File: src/rtl/core/acs_pkg.sv
package acs_pkg;

    // shared multiplier operand and accumulator widths, sized for fraction bits up to 24
    localparam int MUL_A_W = 38;
    localparam int MUL_B_W = 28;
    localparam int ACC_W   = 68;
    // width of an lqr effort before smoothing
    localparam int U_W     = 34;

    localparam longint DEG2RAD_Q32 = 74961321;
    localparam int HALF_TURN = 2880;
    localparam int FULL_TURN = 5760;
    localparam int EFFORT_LIM = 16384;

    typedef logic signed [MUL_A_W-1:0] t_mul_a;
    typedef logic signed [MUL_B_W-1:0] t_mul_b;
    typedef logic signed [ACC_W-1:0]   t_acc;

    typedef enum logic [2:0] {
        REG_ROLL_REF   = 3'd0,
        REG_PITCH_REF  = 3'd1,
        REG_ANG_PGAIN  = 3'd2,
        REG_ANG_IGAIN  = 3'd3,
        REG_YAW_PGAIN  = 3'd4,
        REG_YAW_IGAIN  = 3'd5,
        REG_YAW_DGAIN  = 3'd6
    } t_reg_idx;

    typedef enum logic [1:0] {
        SH_ANG  = 2'd0,
        SH_RATE = 2'd1,
        SH_FRAC = 2'd2,
        SH_GAIN = 2'd3
    } t_shift;

    typedef struct packed {
        logic   issue;
        logic   clear;
        logic   neg;
        t_mul_a a;
        t_mul_b b;
    } t_mac_op;

    localparam t_acc MAX32 = t_acc'(64'sd2147483647);
    localparam t_acc MIN32 = t_acc'(-64'sd2147483648);

    // round to nearest, halves away from zero
    function automatic t_acc rshr_acc(t_acc v, int unsigned s);
        logic [ACC_W-1:0] m;
        m = v[ACC_W-1] ? $unsigned(-v) : $unsigned(v);
        if (s == 0) begin
            return v;
        end
        m = (m + ({{(ACC_W-1){1'b0}}, 1'b1} << (s - 1))) >> s;
        return v[ACC_W-1] ? -$signed(m) : $signed(m);
    endfunction

    function automatic logic signed [31:0] sat32(t_acc v);
        if (v > MAX32) begin
            return 32'sh7fffffff;
        end
        if (v < MIN32) begin
            return 32'sh80000000;
        end
        return v[31:0];
    endfunction

    function automatic t_acc clamp_acc(t_acc v, t_acc lim);
        if (v > lim) begin
            return lim;
        end
        if (v < -lim) begin
            return -lim;
        end
        return v;
    endfunction

endpackage

File: src/rtl/core/acs_mac.sv
module acs_mac #(
    parameter int FRACTION_BITS = 16
) (
    input  logic            i_clk,
    input  logic            i_rst_n,
    input  acs_pkg::t_mac_op i_op,
    input  acs_pkg::t_shift i_sh,
    output acs_pkg::t_acc   o_round
);
    import acs_pkg::*;

    localparam int unsigned SH_ANG_N  = 36 - FRACTION_BITS;
    localparam int unsigned SH_RATE_N = 32 - FRACTION_BITS;
    localparam int unsigned SH_FRAC_N = FRACTION_BITS;

    logic signed [MUL_A_W+MUL_B_W-1:0] r_prod;
    logic r_pvld;
    logic r_clr;
    logic r_neg;
    t_acc r_acc;
    t_acc prod_ext;

    // product register, then accumulate
    always_ff @(posedge i_clk) begin
        r_prod <= i_op.a * i_op.b;
        r_clr  <= i_op.clear;
        r_neg  <= i_op.neg;
        if (!i_rst_n) begin
            r_pvld <= 1'b0;
        end else begin
            r_pvld <= i_op.issue;
        end
    end

    assign prod_ext = t_acc'(r_prod);

    always_ff @(posedge i_clk) begin
        if (!i_rst_n) begin
            r_acc <= '0;
        end else if (r_pvld) begin
            r_acc <= (r_clr ? t_acc'(0) : r_acc) + (r_neg ? -prod_ext : prod_ext);
        end
    end

    always_comb begin
        case (i_sh)
            SH_ANG:  o_round = rshr_acc(r_acc, SH_ANG_N);
            SH_RATE: o_round = rshr_acc(r_acc, SH_RATE_N);
            SH_FRAC: o_round = rshr_acc(r_acc, SH_FRAC_N);
            default: o_round = rshr_acc(r_acc, 8);
        endcase
    end

endmodule

File: config.mk
export PLATFORM = sky130hd
export DESIGN_NAME = acs_mac
export DESIGN_NICKNAME = d
export VERILOG_FILES = /design/src/rtl/core/acs_pkg.sv /design/src/rtl/core/acs_mac.sv
export SDC_FILE = /design/constraint.sdc
export NUM_CORES = 2
export LEC_CHECK = 0
export ABC_AREA = 0
export BUFFER_PORTS_ARGS = -buffer_cell sky130_fd_sc_hd__buf_4
export CAP_MARGIN = 20
export CORE_MARGIN = 4
export CORE_UTILIZATION = 40
export DETAILED_ROUTE_END_ITERATION = 10
export HOLD_SLACK_MARGIN = 0.05
export SYNTH_ARGS = -nofsm -noshare
export SYNTH_HDL_FRONTEND = slang
export SYNTH_SLANG_ARGS = --single-unit
export TNS_END_PERCENT = 50
File: constraint.sdc
create_clock -name i_clk -period 10.6 [get_ports i_clk]
set_clock_uncertainty 0.15 [all_clocks]
set_input_delay 0 -clock i_clk [delete_from_list [all_inputs] [get_ports i_clk]]
set_output_delay 0 -clock i_clk [all_outputs]
set_load 0.03 [all_outputs]
==> results by group <==
Yosys
  – Ys async rst share: 0%
  – Syn Nets: 8069
  – Synth top area cells: fa_1, inv_1, xnor2_1
  – Syn Area/Cell: 8.45 um^2
  – Synthesis Warnings: 0
  – Seq/Total Area, Yosys: 4.89%
  – Synth top area share: 38.7%
  – Post-Synthesis Cell Area: 56100 um^2
  – Seq cells post-synth: 137
  – Most used DFF post-synth: dfxtp_1
  – Post-synth EDFFs: 0
  – Cell variety after synth: 97
  – Yosys top cell by area: fa_1
  – Instance count of the mapped netlist: 6631

Clock network
  – CTS tree: built
  – CTS resizes: 0
  – H-tree depth: 4
  – Clk slew on worst S/H paths: 0.06 ns
  – Cts bufs inserted: 17
  – Clock sinks: 137
  – Worst-case clock buffer depth: 2
  – Clk Latency, worst-skew pair: 0.43 ns
  – Root Driver: clkbuf_16

STA
  – Fin Hold WS: 0.0861 ns
  – RSZ-0062 raised after global routing: false
  – Final TNS setup: 0 ns
  – Post-layout min period: 9.19 ns
  – Pins over their slew limit: 0
  – Relative slew slack: 26.9%
  – Setup violations, final: 0
  – Final Hold Violating Endpoints: 0
  – Peak Freq: 0.109 GHz
  – Period utilization: 86.7%
  – Worst-margin pin slew: 1.09 ns
  – Worst setup margin: 1.41 ns

Global routing
  – First-pass GRT wire length: 266 mm
  – Grt ovf: 0
  – GRT Resource Usage Total: 22.8%
  – Vias in the first global route: 46.4k
  – Largest net degree at the start of global routing: 97
  – Initial antenna violation count: 1

Placement
  – Final HPWL DP: 131 mm
  – Setup slack at placement: 1.85 ns
  – Buffers on Ports: 140
  – RD Place Congestion: 0.915

Worst setup path
  – CP max stage delay: 0.79 ns
  – Setup Crit Path Kind: reg2out
  – Critical path arrival: 9.04 ns
  – CP cell instances: or4_1, or4_4, o32ai_1, nor2_1, inv_1, ha_1, inv_1, nor2_1, a21boi_0, nor3_2, buf_4, nor2_1, nand3_1, or3_1, a22oi_1, or4b_1, nor4b_2, nand3b_1, or4_1, o21ai_1, a21oi_1, a21o_1, buf_4
  – Cell mode on critical path: nor2_1
  – CP Max Fanout: 39
  – Startpoint types: register
  – Slowest CP cell: or4_4
  – CP endpoint kind: primary output
  – Data required time at the worst endpoint: 10.45 ns

Drt
  – Detailed-route via count: 44.9k
  – Number of routed nets with antenna violations: 0
  – 1st-pass router iterations: 11
  – Via density: 5.40
  – Final WL: 166 mm
  – DRC viols: 1
  – Avg WL per Cell: 20.0 um
  – Initial DRC Count: 3255

Final layout
  – Syn-to-layout area delta: 5.00%
  – Share of cells above drive strength 1: 4.26%
  – Total Nets Final: 7860
  – Commonest cells after routing, fill and taps aside: fa_1, inv_1, nand2_1, and2_1, xnor2_1
  – Most common cell after layout, fill and taps aside: fa_1

Job
  – Max_cap viols: 0

Floorplan
  – Core Area: 139000 um^2
  – Row Count: 137
  – Starting density of the core: 40.2%
  – Die area: 146000 um^2
  – Die extent in x: 382 um
  – Io pins: 141
  – Die Ht: 382 um

Worst hold path
  – Worst Hold Class: in2reg

Outcome
  – Status: complete, but fails checks
  – Failing checks: design-rule violations
-- synth_stat cells, types with 27 or more instances --
master and count:
a21o_1 112, a21oi_1 205, a221oi_1 34, a31oi_1 27
and2_1 454, clkbuf_1 373, dfxtp_1 137, fa_1 1084
ha_1 281, inv_1 1003, mux2i_1 52, nand2_1 810
nand2b_1 60, nand3_1 112, nand4_1 55, nor2_1 216
nor2b_1 137, nor3_1 79, nor4_1 55, o21ai_0 181
o31ai_1 99, o41ai_1 32, or2_2 32, or3_1 57
or4_1 47, xnor2_1 407, xor2_1 139
-- logic make-up after synthesis --
family | after synthesis | synth area share (%)
multiplexers | 56 | 1.01
buffers and inverters | 1405 | 9.48
AND/OR/NAND/NOR | 2206 | 20.1
XOR/XNOR | 547 | 8.57
adder cells (fa/ha/maj) | 1366 | 45.0
flip-flops | 137 | 4.89
AO/OA/AOI/OAI | 914 | 10.9
-- stage by stage --
stage / utilization, % / cell area, um^2 / instances
detailed placement: 41.7 / 58100 / 8272
finish: 42.2 / 58900 / 8312
floorplan: - / 56100 / 6631
global route: 42.2 / 58900 / 8312
CTS: 42.2 / 58900 / 8311
global placement: 41.7 / 58100 / 8272
-- critical path, delay by kind of cell, from the launching register on --
family	cells	cell delay, ns
AND/OR/NAND/NOR	12	5.36
AO/OA/AOI/OAI	6	1.81
buffers and inverters	4	0.71
adder cells (fa/ha/maj)	1	0.39
flip-flops	1	0.33
-- sequential cells by signal (all words and copies together), names as in the netlist --
name	flops
r_prod	66
r_clr	1
r_neg	1
r_acc	68
r_pvld	1
-- what timing repair did --
action	in CTS	in global routing
hold buffers	7	0
hold endpoints to repair	69	0
setup buffers	0	0
-- layout make-up --
class | count | area, um^2
Antenna cell | 1 | 2.50
Fill cell | 13928 | 80500
Timing Repair Buffer | 173 | 1320
Clock buffer | 19 | 433
Clock inverter | 13 | 216
Sequential cell | 137 | 2750
Tap cell | 1876 | 2350
Inverter | 1004 | 3770
Multi-Input combinational cell | 5089 | 48000
-- per-layer routing --
| metal | global-route usage, % | wire length [um] | up-vias |
|---|---|---|---|
| met4 | 4.32 | 3010 | 0 |
| met5 | 0 | 0 | - |
| met2 | 35.5 | 73300 | 1490 |
| met1 | 33.0 | 76500 | 22565 |
| li1 | - | - | 20664 |
| met3 | 4.74 | 13200 | 156 |
-- worst paths after layout --
path	endpoint	startpoint	cells past startpoint	slack, ns
setup / recovery	o_round[56]	r_acc[2]$_SDFFE_PN0P_	23	1.41
hold / removal	r_neg$_DFF_P_	i_op[66]	2	0.09
setup reg to reg	r_acc[58]$_SDFFE_PN0P_	r_prod[3]$_DFF_P_	22	3.37
hold reg to reg	r_acc[2]$_SDFFE_PN0P_	r_acc[2]$_SDFFE_PN0P_	1	0.38
Power is not shown: default switching activity piles up to over one toggle a cycle in this logic, so the estimate is an artifact.
