$ cat src/rtl/core/acs_pkg.sv
package acs_pkg;

    // shared multiplier operand and accumulator widths, sized for fraction bits up to 24
    localparam int MUL_A_W = 38;
    localparam int MUL_B_W = 28;
    localparam int ACC_W   = 68;
    // width of an lqr effort before smoothing
    localparam int U_W     = 34;

    localparam longint DEG2RAD_Q32 = 74961321;
    localparam int HALF_TURN = 2880;
    localparam int FULL_TURN = 5760;
    localparam int EFFORT_LIM = 16384;

    typedef logic signed [MUL_A_W-1:0] t_mul_a;
    typedef logic signed [MUL_B_W-1:0] t_mul_b;
    typedef logic signed [ACC_W-1:0]   t_acc;

    typedef enum logic [2:0] {
        REG_ROLL_REF   = 3'd0,
        REG_PITCH_REF  = 3'd1,
        REG_ANG_PGAIN  = 3'd2,
        REG_ANG_IGAIN  = 3'd3,
        REG_YAW_PGAIN  = 3'd4,
        REG_YAW_IGAIN  = 3'd5,
        REG_YAW_DGAIN  = 3'd6
    } t_reg_idx;

    typedef enum logic [1:0] {
        SH_ANG  = 2'd0,
        SH_RATE = 2'd1,
        SH_FRAC = 2'd2,
        SH_GAIN = 2'd3
    } t_shift;

    typedef struct packed {
        logic   issue;
        logic   clear;
        logic   neg;
        t_mul_a a;
        t_mul_b b;
    } t_mac_op;

    localparam t_acc MAX32 = t_acc'(64'sd2147483647);
    localparam t_acc MIN32 = t_acc'(-64'sd2147483648);

    // round to nearest, halves away from zero
    function automatic t_acc rshr_acc(t_acc v, int unsigned s);
        logic [ACC_W-1:0] m;
        m = v[ACC_W-1] ? $unsigned(-v) : $unsigned(v);
        if (s == 0) begin
            return v;
        end
        m = (m + ({{(ACC_W-1){1'b0}}, 1'b1} << (s - 1))) >> s;
        return v[ACC_W-1] ? -$signed(m) : $signed(m);
    endfunction

    function automatic logic signed [31:0] sat32(t_acc v);
        if (v > MAX32) begin
            return 32'sh7fffffff;
        end
        if (v < MIN32) begin
            return 32'sh80000000;
        end
        return v[31:0];
    endfunction

    function automatic t_acc clamp_acc(t_acc v, t_acc lim);
        if (v > lim) begin
            return lim;
        end
        if (v < -lim) begin
            return -lim;
        end
        return v;
    endfunction

endpackage

$ cat src/rtl/core/acs_div.sv
module acs_div #(
    parameter int FRACTION_BITS = 16
) (
    input  logic                       i_clk,
    input  logic                       i_rst_n,
    input  logic                       i_start,
    input  logic [acs_pkg::U_W-1:0]    i_num,
    input  logic [acs_pkg::U_W-1:0]    i_den,
    output logic                       o_busy,
    output logic                       o_done,
    output logic [FRACTION_BITS:0]     o_quot
);
    import acs_pkg::*;

    localparam int DW = U_W + FRACTION_BITS + 1;
    localparam int CW = $clog2(FRACTION_BITS + 2);

    logic [DW-1:0] r_rem;
    logic [DW-1:0] r_d;
    logic [FRACTION_BITS:0] r_q;
    logic [CW-1:0] r_cnt;
    logic r_busy;
    logic r_done;
    logic take;

    // one quotient bit a cycle, restoring
    assign take = (r_rem >= r_d);

    always_ff @(posedge i_clk) begin
        if (!i_rst_n) begin
            r_busy <= 1'b0;
            r_done <= 1'b0;
            r_cnt  <= '0;
        end else begin
            r_done <= 1'b0;
            if (i_start) begin
                r_rem  <= (DW'(i_num) << FRACTION_BITS) + DW'(i_den >> 1);
                r_d    <= DW'(i_den) << FRACTION_BITS;
                r_q    <= '0;
                r_cnt  <= CW'(FRACTION_BITS + 1);
                r_busy <= 1'b1;
            end else if (r_busy) begin
                if (take) begin
                    r_rem <= r_rem - r_d;
                end
                r_q   <= {r_q[FRACTION_BITS-1:0], take};
                r_d   <= r_d >> 1;
                r_cnt <= r_cnt - 1'b1;
                if (r_cnt == CW'(1)) begin
                    r_busy <= 1'b0;
                    r_done <= 1'b1;
                end
            end
        end
    end

    assign o_busy = r_busy;
    assign o_done = r_done;
    assign o_quot = r_q;

endmodule

$ cat config.mk
export PLATFORM = sky130hd
export DESIGN_NAME = acs_div
export DESIGN_NICKNAME = d
export VERILOG_FILES = /design/src/rtl/core/acs_pkg.sv /design/src/rtl/core/acs_div.sv
export SDC_FILE = /design/constraint.sdc
export NUM_CORES = 1
export LEC_CHECK = 0
export BUFFER_PORTS_ARGS = -buffer_cell sky130_fd_sc_hd__buf_2
export CELL_PAD_IN_SITES_DETAIL_PLACEMENT = 2
export CELL_PAD_IN_SITES_GLOBAL_PLACEMENT = 2
export CORE_MARGIN = 2
export CORE_UTILIZATION = 35
export CTS_BUF_LIST = sky130_fd_sc_hd__clkbuf_2
export DETAILED_ROUTE_END_ITERATION = 16
export PLACE_DENSITY_LB_ADDON = 0.1
export SLEW_MARGIN = 40
export SYNTH_ARGS = -nofsm -noshare
export SYNTH_HDL_FRONTEND = slang
export SYNTH_SLANG_ARGS = --single-unit
$ cat constraint.sdc
create_clock -name i_clk -period 5.2 [get_ports i_clk]
set_clock_uncertainty 0.15 [all_clocks]
set_input_delay 0.26 -clock i_clk [delete_from_list [all_inputs] [get_ports i_clk]]
set_output_delay 0.26 -clock i_clk [all_outputs]
set_load 0.01 [all_outputs]
==> run metrics, run 1 <==
status=finished, final reports clean; Placed Cells incl. Taps=1383; crit path buf inv count=1; worst path cell trace=ha_1 -> a21oi_1 -> o21a_1 -> o221a_2 -> o311ai_4 -> a41oi_2 -> nor2_1 -> nor4_1 -> a21oi_4 -> buf_4; htree depth=4; Layout fillers=2916; Synth top area share=0.3843; core box area=25980 µm²; hold path endpoint=r_rem[18]$_DFFE_PP_; Final min period=4.110 ns; end of the worst register-to-register path=r_rem[16]$_DFFE_PP_; Total GRT Usage=0.2257; Most used DFF post-synth=edfxtp_1; hold path cells=4; Critical Path RT=5.44 ns; crit-path leading delay family=compound AO/OA/AOI/OAI gates; post-synthesis instance area=9220 µm²; Root Buffer=clkbuf_2; post-route clock period utilization=0.7903; post-synthesis sequential area ratio=0.3995; Setup CP Type=reg2reg; TritonCTS clock tree=yes; WL/cell=20.77 µm; share of post-route cells with drive strength above 1=0.1434; EDFF count, synth=118; Num CTS Buffers=17; clock-pin transition on the worst setup and hold timing paths=0.27 ns; post-synthesis cell count=996; most frequent cell after synthesis=edfxtp_1; Worst-Skew Late Latency=0.74 ns; Largest stage delay, worst path=0.60 ns; Tightest Hold Check Type=in2reg; Antenna Violating Nets Remaining=0; Die H=166.3 µm; global route total overflow=0; CTS max path bufs=2; 1st-pass router iterations=4; Slew headroom=0.4674; Seq cells post-synth=125; TNS Setup=0 ns; fin cells=1480; largest net degree at the start of global routing=69; Crit-path slowest cell=a21oi_4; vias in the first global route=8697; PortBufs=89; area grow syn2layout=17.80%; Vias/cell=5.366; GPL Wtd Cong=0.8088; number of clock sinks=125; RSZ-0062 raised after global routing=false; hold slack=0.05595 ns; DR vias=7942; Max VDD drop=0.1415 mV; Post-Syn Nets=1138; final wirelength=30.75 mm; Data arrival, critical path=4.34 ns; Yosys cell types=82; first-pass GRT wire length=49.05 mm; Net count, final=1273; Cell Rows=59; FF-to-FF Start=r_rem[12]$_DFFE_PP_; CP Launch Type=register; Static Leak=4.438 nW; depth of the worst register-to-register path=10; crit-path max FO=33; Worst Tran Pin Value=0.7977 ns; Die X=166.3 µm; final setup fails=0; Synth async-reset ratio=0; die area=27660 µm²; Initial Util=0.3548; Reg2Reg Setup Slack=1.09 ns; max cap viols=0; ranking of synthesized cells by area=edfxtp_1 (38%), ha_1 (9.4%), o21ai_0 (4.9%); hold violation total from the final report=0; Slew Viols, Final=0; Final Util=0.4180; Iter 0 DRT Violations=402; Peak Freq=0.2433 GHz; Power Density=284.7 nW/µm²; Avg Synthesized Cell Area=9.257 µm²; yosys warns=0; initial antenna violation count=1; Worst Hold Launch=i_num[2]; DRC viols=0; CP Capture Type=register; # IOs=90; top post-synthesis cells by count=edfxtp_1 (118), nand2_1 (104), o21ai_0 (91); Tot Pwr=0.003092 W; HPWL Detailed=23.33 mm; area leader, netlist=edfxtp_1
==> logic make-up (layout without fill, tap and decap cells) <==
| family | after synthesis | after routing | share of synthesized area |
|---|---|---|---|
| XOR/XNOR | 74 | 74 | 0.07029 |
| AO/OA/AOI/OAI | 308 | 308 | 0.2182 |
| other | 0 | 1 | 0 |
| AND/OR/NAND/NOR | 296 | 296 | 0.1576 |
| multiplexers | 7 | 7 | 0.007871 |
| buffers and inverters | 115 | 263 | 0.04858 |
| flip-flops | 125 | 125 | 0.3995 |
| adder cells (fa/ha/maj) | 71 | 71 | 0.09798 |
==> per-layer routing <==
metal	GRT usage	up-vias	part of all wire
li1	-	3891	-
met1	0.2846	3939	0.45
met2	0.4180	93	0.52
met3	0.02526	19	0.017
met4	0.04310	0	0.011
met5	0	-	0
==> where the power goes <==
group / internal [W] / switching [W] / total (W) / leakage (nW)
clock network: 0.000164 / 0.000507 / 0.000671 / 0.150
registers: 0.00122 / 0.0000305 / 0.00125 / 1.19
logic: 0.000452 / 0.000717 / 0.00117 / 3.10
==> worst register-to-register path: cells and delay by family (launching register included) <==
family | cells | cell delay (ns)
AOI/OAI and AO/OA | 6 | 1.84
buffers and inverters | 1 | 0.58
adders and majority gates | 1 | 0.46
DFF | 1 | 0.43
and+or+nand+nor | 2 | 0.29
==> timing repair <==
| action | 4_1_cts | 5_1_grt |
|---|---|---|
| endpoints found under the hold margin | 104 | 0 |
| resized for setup | 0 | 0 |
| hold buffers | 64 | 0 |
| setup buffers | 0 | 0 |
==> registers in the layout, summed over array words and instances, names as in the netlist <==
| register | count |
|---|---|
| o_busy | 1 |
| o_done | 1 |
| o_quot | 17 |
| r_cnt | 5 |
| r_d | 50 |
| r_rem | 51 |
==> cells in the final DEF (no fill, tap or decap), types with 4 or more instances in the layout <==
cell / n
nor3_1: 8
clkbuf_2: 17
a21boi_0: 5
inv_8: 6
or3_1: 5
o21ai_1: 20
a21o_1: 27
o31ai_1: 7
xor2_1: 25
mux2i_1: 5
o21a_1: 6
xnor2_1: 49
buf_4: 7
nor4_1: 9
o21bai_1: 9
o21ai_0: 91
nor4b_1: 5
inv_1: 71
nor2b_1: 22
a211oi_1: 6
and3_1: 12
buf_2: 88
edfxtp_1: 118
nand3_1: 18
nand2b_1: 5
and2_1: 7
nor2_1: 64
o211ai_1: 4
dfxtp_1: 7
dlygate4sd3_1: 64
nand4_1: 21
ha_1: 69
nand2_1: 104
a21oi_1: 79
a31oi_1: 8
==> worst max-delay path by stage <==
stage                                to  cells after the start  slack [ns]             startpoint
global route        r_rem[20]$_DFFE_PP_                     11        0.71      r_d[31]$_DFFE_PP_
detailed placement  r_rem[11]$_DFFE_PP_                     11        1.10  r_d[12]$_SDFFCE_PP0P_
global placement     r_rem[4]$_DFFE_PP_                     10        1.22    r_rem[12]$_DFFE_PP_
CTS                 r_rem[17]$_DFFE_PP_                     11        1.00  r_d[12]$_SDFFCE_PP0P_
floorplan            r_rem[0]$_DFFE_PP_                     10        0.08    r_rem[12]$_DFFE_PP_
finish              r_rem[16]$_DFFE_PP_                     10        1.09    r_rem[12]$_DFFE_PP_
==> per-stage QoR <==
stage	setup slack (ns)	area (µm²)
3_5_place_dp	1.098	9966
5_1_grt	0.7051	10860
6_report	1.090	10860
2_1_floorplan	0.07778	9220
3_3_place_gp	1.220	9966
4_1_cts	1.004	10860
==> area by class of cell <==
cell class,count,area (µm²),area share
diodes,1,2.502,0.0002304
clock buffers,17,85.08,0.007833
clock inverters,15,167.7,0.01544
inverters,72,270.3,0.02488
multi-input cells,756,5100,0.4695
flip-flops and latches,125,3684,0.3391
well taps,335,419.2,0.03859
repair buffers,159,1134,0.1044
Power figures use the tool's default switching activity.
==> run 2: changes to the inputs <==
- clock period: 5.2 -> 3.4 ns (I/O delays scaled with it)
==> run 2 against run 1 <==
Effect of this change:
- critical path depth grew 2
- flip-flop and latch count stayed put
- clock power is 56% higher
- first-iteration DRC count decreased by 2.2%
- setup slack got worse by 0.97 ns
- cell area increased by 5.0%
- maximum frequency up 25%
- non-clock buffer count grew 45
- critical path type unchanged
- largest power group unchanged
==> run metrics, run 2 (synthesis results as in run 1) <==
status=finished, final reports clean (unchanged); Static Leak=4.621 nW (was 4.438 nW); Die H=166.3 µm (unchanged); htree depth=4 (unchanged); post-route clock period utilization=0.9656 (was 0.7903); Total GRT Usage=0.2377 (was 0.2257); hold violation total from the final report=0 (unchanged); DP Area=10060 µm² (was 9966 µm²); core box area=25980 µm² (unchanged); die area=27660 µm² (unchanged); Worst-Skew Late Latency=0.81 ns (was 0.74 ns); Iter 0 DRT Violations=393 (was 402); Power Density=426.6 nW/µm² (was 284.7 nW/µm²); RSZ-0062 raised after global routing=true (was false); Vias/cell=5.428 (was 5.366); most crowded layer after global routing=met2 (unchanged); WL/cell=21.41 µm (was 20.77 µm); area grow syn2layout=23.65% (was 17.80%); Antenna Violating Nets Remaining=0 (unchanged); PortBufs=89 (unchanged); CP Launch Type=register (unchanged); most common cell after layout, fill and taps aside=edfxtp_1 (unchanged); GR Layer Usage met2=0.4483 (was 0.4180); Initial Util=0.3548 (unchanged); # IOs=90 (unchanged); Placed Cells incl. Taps=1391 (was 1383); first-pass GRT wire length=51.47 mm (was 49.05 mm); largest net degree at the start of global routing=68 (was 69); Cell Rows=59 (unchanged); 1st-pass router iterations=5 (was 4); Tightest Hold Check Type=in2reg (unchanged); post-route design area=11400 µm² (was 10860 µm²); clock-pin transition on the worst setup and hold timing paths=0.27 ns (about the same); HPWL Detailed=23.51 mm (was 23.33 mm); GPL Wtd Cong=0.8568 (was 0.8088); worst slack at placement=0.1476 ns (was 1.098 ns); Peak Freq=0.3046 GHz (was 0.2433 GHz); final setup fails=0 (unchanged); CP Capture Type=register (unchanged); final wirelength=32.65 mm (was 30.75 mm); crit-path max FO=5 (was 33); Num CTS Buffers=17 (unchanged); Net count, final=1318 (was 1273); max cap viols=0 (unchanged); Setup CP Type=reg2reg (unchanged); met3 Use GR=0.03027 (was 0.02526); largest register by flop count=r_rem (unchanged); Final min period=3.283 ns (was 4.110 ns); DRC viols=0 (unchanged); share of post-route cells with drive strength above 1=0.1648 (was 0.1434); Slew Viols, Final=0 (unchanged); TritonCTS clock tree=yes (unchanged); Worst Tran Pin Value=0.6799 ns (was 0.7977 ns); global route total overflow=0 (unchanged); Max VDD drop=0.1844 mV (was 0.1415 mV); TNS Setup=0 ns (unchanged); vias in the first global route=9192 (was 8697); commonest non-fill, non-tap cells in the layout=edfxtp_1 (118), nand2_1 (104), dlygate4sd3_1 (97) (was edfxtp_1 (118), nand2_1 (104), o21ai_0 (91)); Critical Path RT=3.81 ns (was 5.44 ns); max reg flops=51 (unchanged); setup slack after layout=0.1169 ns (was 1.090 ns); Data arrival, critical path=3.69 ns (was 4.34 ns); Slew headroom=0.5419 (was 0.4674); initial antenna violation count=1 (unchanged); number of clock sinks=125 (unchanged); met1 Use GR=0.2855 (was 0.2846); DR vias=8277 (was 7942); CTS max path bufs=2 (unchanged); Root Buffer=clkbuf_2 (unchanged); Final Util=0.4388 (was 0.4180); fin cells=1525 (was 1480); Die X=166.3 µm (unchanged)
[run 2: cell count changes in the layout (fill, tap and decap cells not counted), sizes merged]
cell | previous run | this run
dlygate4sd3 | 64 | 97
clkbuf | 17 | 18
buf | 95 | 106
inv | 81 | 80
clkinv | 5 | 6
[run 2: final cells by class]
| class | instances | area [µm²] |
|---|---|---|
| inverter | 72 | 270.3 |
| clock inverter | 15 | 165.2 |
| clock buffer | 17 | 85.08 |
| antenna | 1 | 2.502 |
| fill | 2861 | 14580 |
| tap | 335 | 419.2 |
| timing repair buffer | 204 | 1588 |
| multi-input combinational | 756 | 5187 |
| sequential | 125 | 3684 |
[run 2: final timing paths]
path	startpoint	endpoint	slack [ns]	cells after the start
min reg2reg	r_cnt[1]$_SDFFE_PP0P_	r_cnt[1]$_SDFFE_PP0P_	0.39	2
max reg2reg	r_rem[0]$_DFFE_PP_	r_rem[36]$_DFFE_PP_	0.12	12
min	i_den[21]	r_d[37]$_DFFE_PP_	0.04	4
max	r_rem[0]$_DFFE_PP_	r_rem[36]$_DFFE_PP_	0.12	12
[run 2: repair_timing]
action,CTS,global route
setup buffers,0,3
resized for setup,0,21
hold endpoints to repair,92,0
hold buffers,97,0
setup endpoints to repair,0,55
[run 2: critical path, stage by stage, from the launching register on]
cell	delay (ns)
edfxtp_1	0.38
inv_1	0.04
ha_1	0.22
fa_1	0.45
nor2b_4	0.14
o2111a_2	0.24
o311ai_4	0.13
nand2_4	0.12
a21oi_4	0.08
o31ai_4	0.41
a31oi_2	0.23
nor4_1	0.40
nor4_2	0.09
[run 2: report_power, final]
part           internal (W)  total [W]  switching, W  leakage, nW
logic              0.000764    0.00190       0.00113         3.28
registers           0.00187    0.00192     0.0000517         1.19
clock network      0.000248    0.00105      0.000798        0.148
total               0.00288    0.00486       0.00198         4.62
[run 2: metal layers]
| layer | vias up | part of all wire |
|---|---|---|
| met3 | 36 | 0.023 |
| met5 | - | 0 |
| li1 | 3981 | - |
| met4 | 0 | 0.019 |
| met2 | 129 | 0.53 |
| met1 | 4131 | 0.43 |
[run 2: through the flow]
step / total power [W] / hold slack, ns
finish: 0.004863 / 0.04390
global route: 0.005166 / 0.04073
CTS: 0.004840 / 0.002259
detailed placement: 0.003700 / 0.3197
global placement: 0.003661 / 0.3081
floorplan: 0.003160 / 0.1687
==> run 3: changes to the inputs <==
- CORE_MARGIN: 2 -> not set
==> run 3 against run 2 <==
Effect of this change:
- first-iteration DRC count rose by 25%
- critical path depth rose by 2
- combinational power rose by 3%
- cell count up 0.59%
- die area decreased by 2.4%
- wire length up 0.20%
- clock power hardly changed
- maximum frequency shrank 0.42%
- flip-flop and latch count is the same
- cell area grew 1.1%
- via count up 0.50%
- critical path type is now in2reg
- largest cell class unchanged
==> run metrics, run 3 (synthesis results as in run 1) <==
status=finished, final reports clean (unchanged); Crit-path slowest cell=dlygate4sd3_1 (was fa_1); vias in the first global route=8943 (was 9192); WL/cell=21.33 µm (was 21.41 µm); clock-pin transition on the worst setup and hold timing paths=0.28 ns (was 0.27 ns); post-route clock period utilization=0.9696 (was 0.9656); commonest non-fill, non-tap cells in the layout=edfxtp_1 (118), nand2_1 (104), dlygate4sd3_1 (92) (was edfxtp_1 (118), nand2_1 (104), dlygate4sd3_1 (97)); critical path depth=14 (was 12); Worst Tran Pin Value=0.6714 ns (was 0.6799 ns); Reg2Reg Setup Slack=0.10 ns (was 0.12 ns); fin cells=1534 (was 1525); Worst Setup EP=r_rem[46]$_DFFE_PP_ (was r_rem[36]$_DFFE_PP_); Num CTS Buffers=17 (unchanged); Setup CP Type=in2reg (was reg2reg); CTS max path bufs=2 (unchanged); HPWL Detailed=23.67 mm (was 23.51 mm); global route total overflow=0 (unchanged); first-pass GRT wire length=50.27 mm (was 51.47 mm); end of the worst register-to-register path=r_rem[0]$_DFFE_PP_ (was r_rem[36]$_DFFE_PP_); htree depth=4 (unchanged); Static Leak=4.711 nW (was 4.621 nW); crit path buf inv count=3 (was 1); Worst-Skew Late Latency=0.80 ns (was 0.81 ns); CP Capture Type=register (unchanged); DRC viols=0 (unchanged); Placed Cells incl. Taps=1396 (was 1391); max cap viols=0 (unchanged); most common cell after layout, fill and taps aside=edfxtp_1 (unchanged); FF-to-FF Start=r_d[16]$_DFFE_PP_ (was r_rem[0]$_DFFE_PP_); Largest stage delay, worst path=0.55 ns (was 0.45 ns); final wirelength=32.72 mm (was 32.65 mm); Data arrival, critical path=3.81 ns (was 3.69 ns); Iter 0 DRT Violations=491 (was 393); Die H=164.3 µm (was 166.3 µm); hold violation total from the final report=0 (unchanged); Total GRT Usage=0.2475 (was 0.2377); setup slack after layout=0.1032 ns (was 0.1169 ns); # IOs=90 (unchanged); Antenna Violating Nets Remaining=0 (unchanged); max reg flops=51 (unchanged); Peak Freq=0.3033 GHz (was 0.3046 GHz); depth of the worst register-to-register path=12 (unchanged); GPL Wtd Cong=0.8916 (was 0.8568); largest net degree at the start of global routing=126 (was 68); crit-path max FO=8 (was 5); Root Buffer=clkbuf_2 (unchanged); Slew headroom=0.5476 (was 0.5419); TritonCTS clock tree=yes (unchanged); PortBufs=89 (unchanged); 1st-pass router iterations=5 (unchanged); die area=27000 µm² (was 27660 µm²); largest register by flop count=r_rem (unchanged); Cell Rows=59 (unchanged); number of clock sinks=125 (unchanged); core box area=25980 µm² (unchanged); Net count, final=1327 (was 1318); Tightest Hold Check Type=in2reg (unchanged); CP Launch Type=input pin (was register); Die X=164.3 µm (was 166.3 µm); worst path cell trace=dlygate4sd3_1 -> buf_2 -> ha_1 -> fa_1 -> a211oi_2 -> o21ai_1 -> a31o_2 -> a21oi_2 -> o21ai_2 -> nand2_2 -> or3_1 -> xor2_1 -> dlygate4sd3_1 -> a211oi_1 (was inv_1 -> ha_1 -> fa_1 -> nor2b_4 -> o2111a_2 -> o311ai_4 -> nand2_4 -> a21oi_4 -> o31ai_4 -> a31oi_2 -> nor4_1 -> nor4_2); Power Density=427.5 nW/µm² (was 426.6 nW/µm²); most frequent cell on the critical path=dlygate4sd3_1; share of post-route cells with drive strength above 1=0.1761 (was 0.1648); Max VDD drop=0.1819 mV (was 0.1844 mV); Critical Path RT=3.91 ns (was 3.81 ns); final setup fails=0 (unchanged); Slew Viols, Final=0 (unchanged); DR vias=8318 (was 8277); crit-path leading delay family=compound AO/OA/AOI/OAI gates (unchanged); initial antenna violation count=1 (unchanged); Initial Util=0.3548 (unchanged); area grow syn2layout=25.06% (was 23.65%); Vias/cell=5.422 (was 5.428); worst slack at placement=0.1199 ns (was 0.1476 ns); Final min period=3.297 ns (was 3.283 ns); critical path startpoint=i_den[17] (was r_rem[0]$_DFFE_PP_)
-- run 3: cell types whose count changed in the layout (fill, tap and decap cells not counted), sizes merged --
| cell | change |
|---|---|
| clkbuf | +1 |
| buf | +13 |
| dlygate4sd3 | -5 |
-- run 3: how the worst min path moves through the flow --
stage,startpoint,end,slack (ns),cells past startpoint
final,i_den[22],r_d[38]$_DFFE_PP_,0.06,4
after global routing,i_den[22],r_d[38]$_DFFE_PP_,0.03,4
after CTS,i_den[22],r_d[38]$_DFFE_PP_,0.003,4
after detailed placement,i_den[19],r_d[35]$_DFFE_PP_,0.33,3
after global placement,i_den[0],r_d[16]$_DFFE_PP_,0.31,3
after floorplan,i_rst_n,o_done$_SDFF_PP0_,0.17,2
-- run 3: timing repair --
item / CTS / global route
hold buffers: 91 / 1
endpoints found under the hold margin: 102 / 1
cloned: 0 / 2
endpoints found under the setup margin: 8 / 58
buffers inserted: 2 / 9
gates resized for setup: 0 / 28
pin swaps: 1 / 11
-- run 3: layer usage --
metal  wire length [µm]  vias to the layer above  GRT usage
met3                692                       51    0.03182
li1                   -                     4012          -
met2              16930                      137     0.4513
met5                  0                        -          0
met1              14300                     4118     0.2990
met4                792                        0    0.07786
-- run 3: power breakdown --
part	switching (W)	leakage [nW]	internal, W
Sequential	0.0000497	1.19	0.00187
Clock	0.000812	0.150	0.000253
Combinational	0.00115	3.37	0.000799
Total	0.00201	4.71	0.00292
-- run 3: area by class of cell --
class	count	area [µm²]
Antenna cell	1	2.502
Clock buffer	17	85.08
Clock inverter	15	172.7
Fill cell	2830	14450
Inverter	72	270.3
Multi-Input combinational cell	756	5201
Sequential cell	125	3684
Tap cell	335	419.2
Timing Repair Buffer	213	1697
-- run 3: per-stage QoR --
stage	cell area, µm²	power (W)	setup TNS, ns	utilization	hold WS (ns)
5_1_grt	11530	0.005217	-0.2225	0.4438	0.02524
4_1_cts	11300	0.004893	0	0.4349	0.002744
2_1_floorplan	9256	0.003160	0	-	0.1687
3_5_place_dp	10120	0.003718	0	0.3893	0.3281
3_3_place_gp	10120	0.003683	0	0.3893	0.3056
6_report	11530	0.004930	0	0.4438	0.05697
-- run 3: worst register-to-register path, stage by stage, from the launching register on --
cell and delay [ns]:
edfxtp_1 0.40, inv_1 0.06, ha_2 0.43, nand4_1 0.22, o221a_4 0.32, o311ai_4 0.38
a41oi_2 0.21, nor2_2 0.13, nor4_2 0.04, buf_4 0.15, a21oi_4 0.19, buf_6 0.14
buf_6 0.18
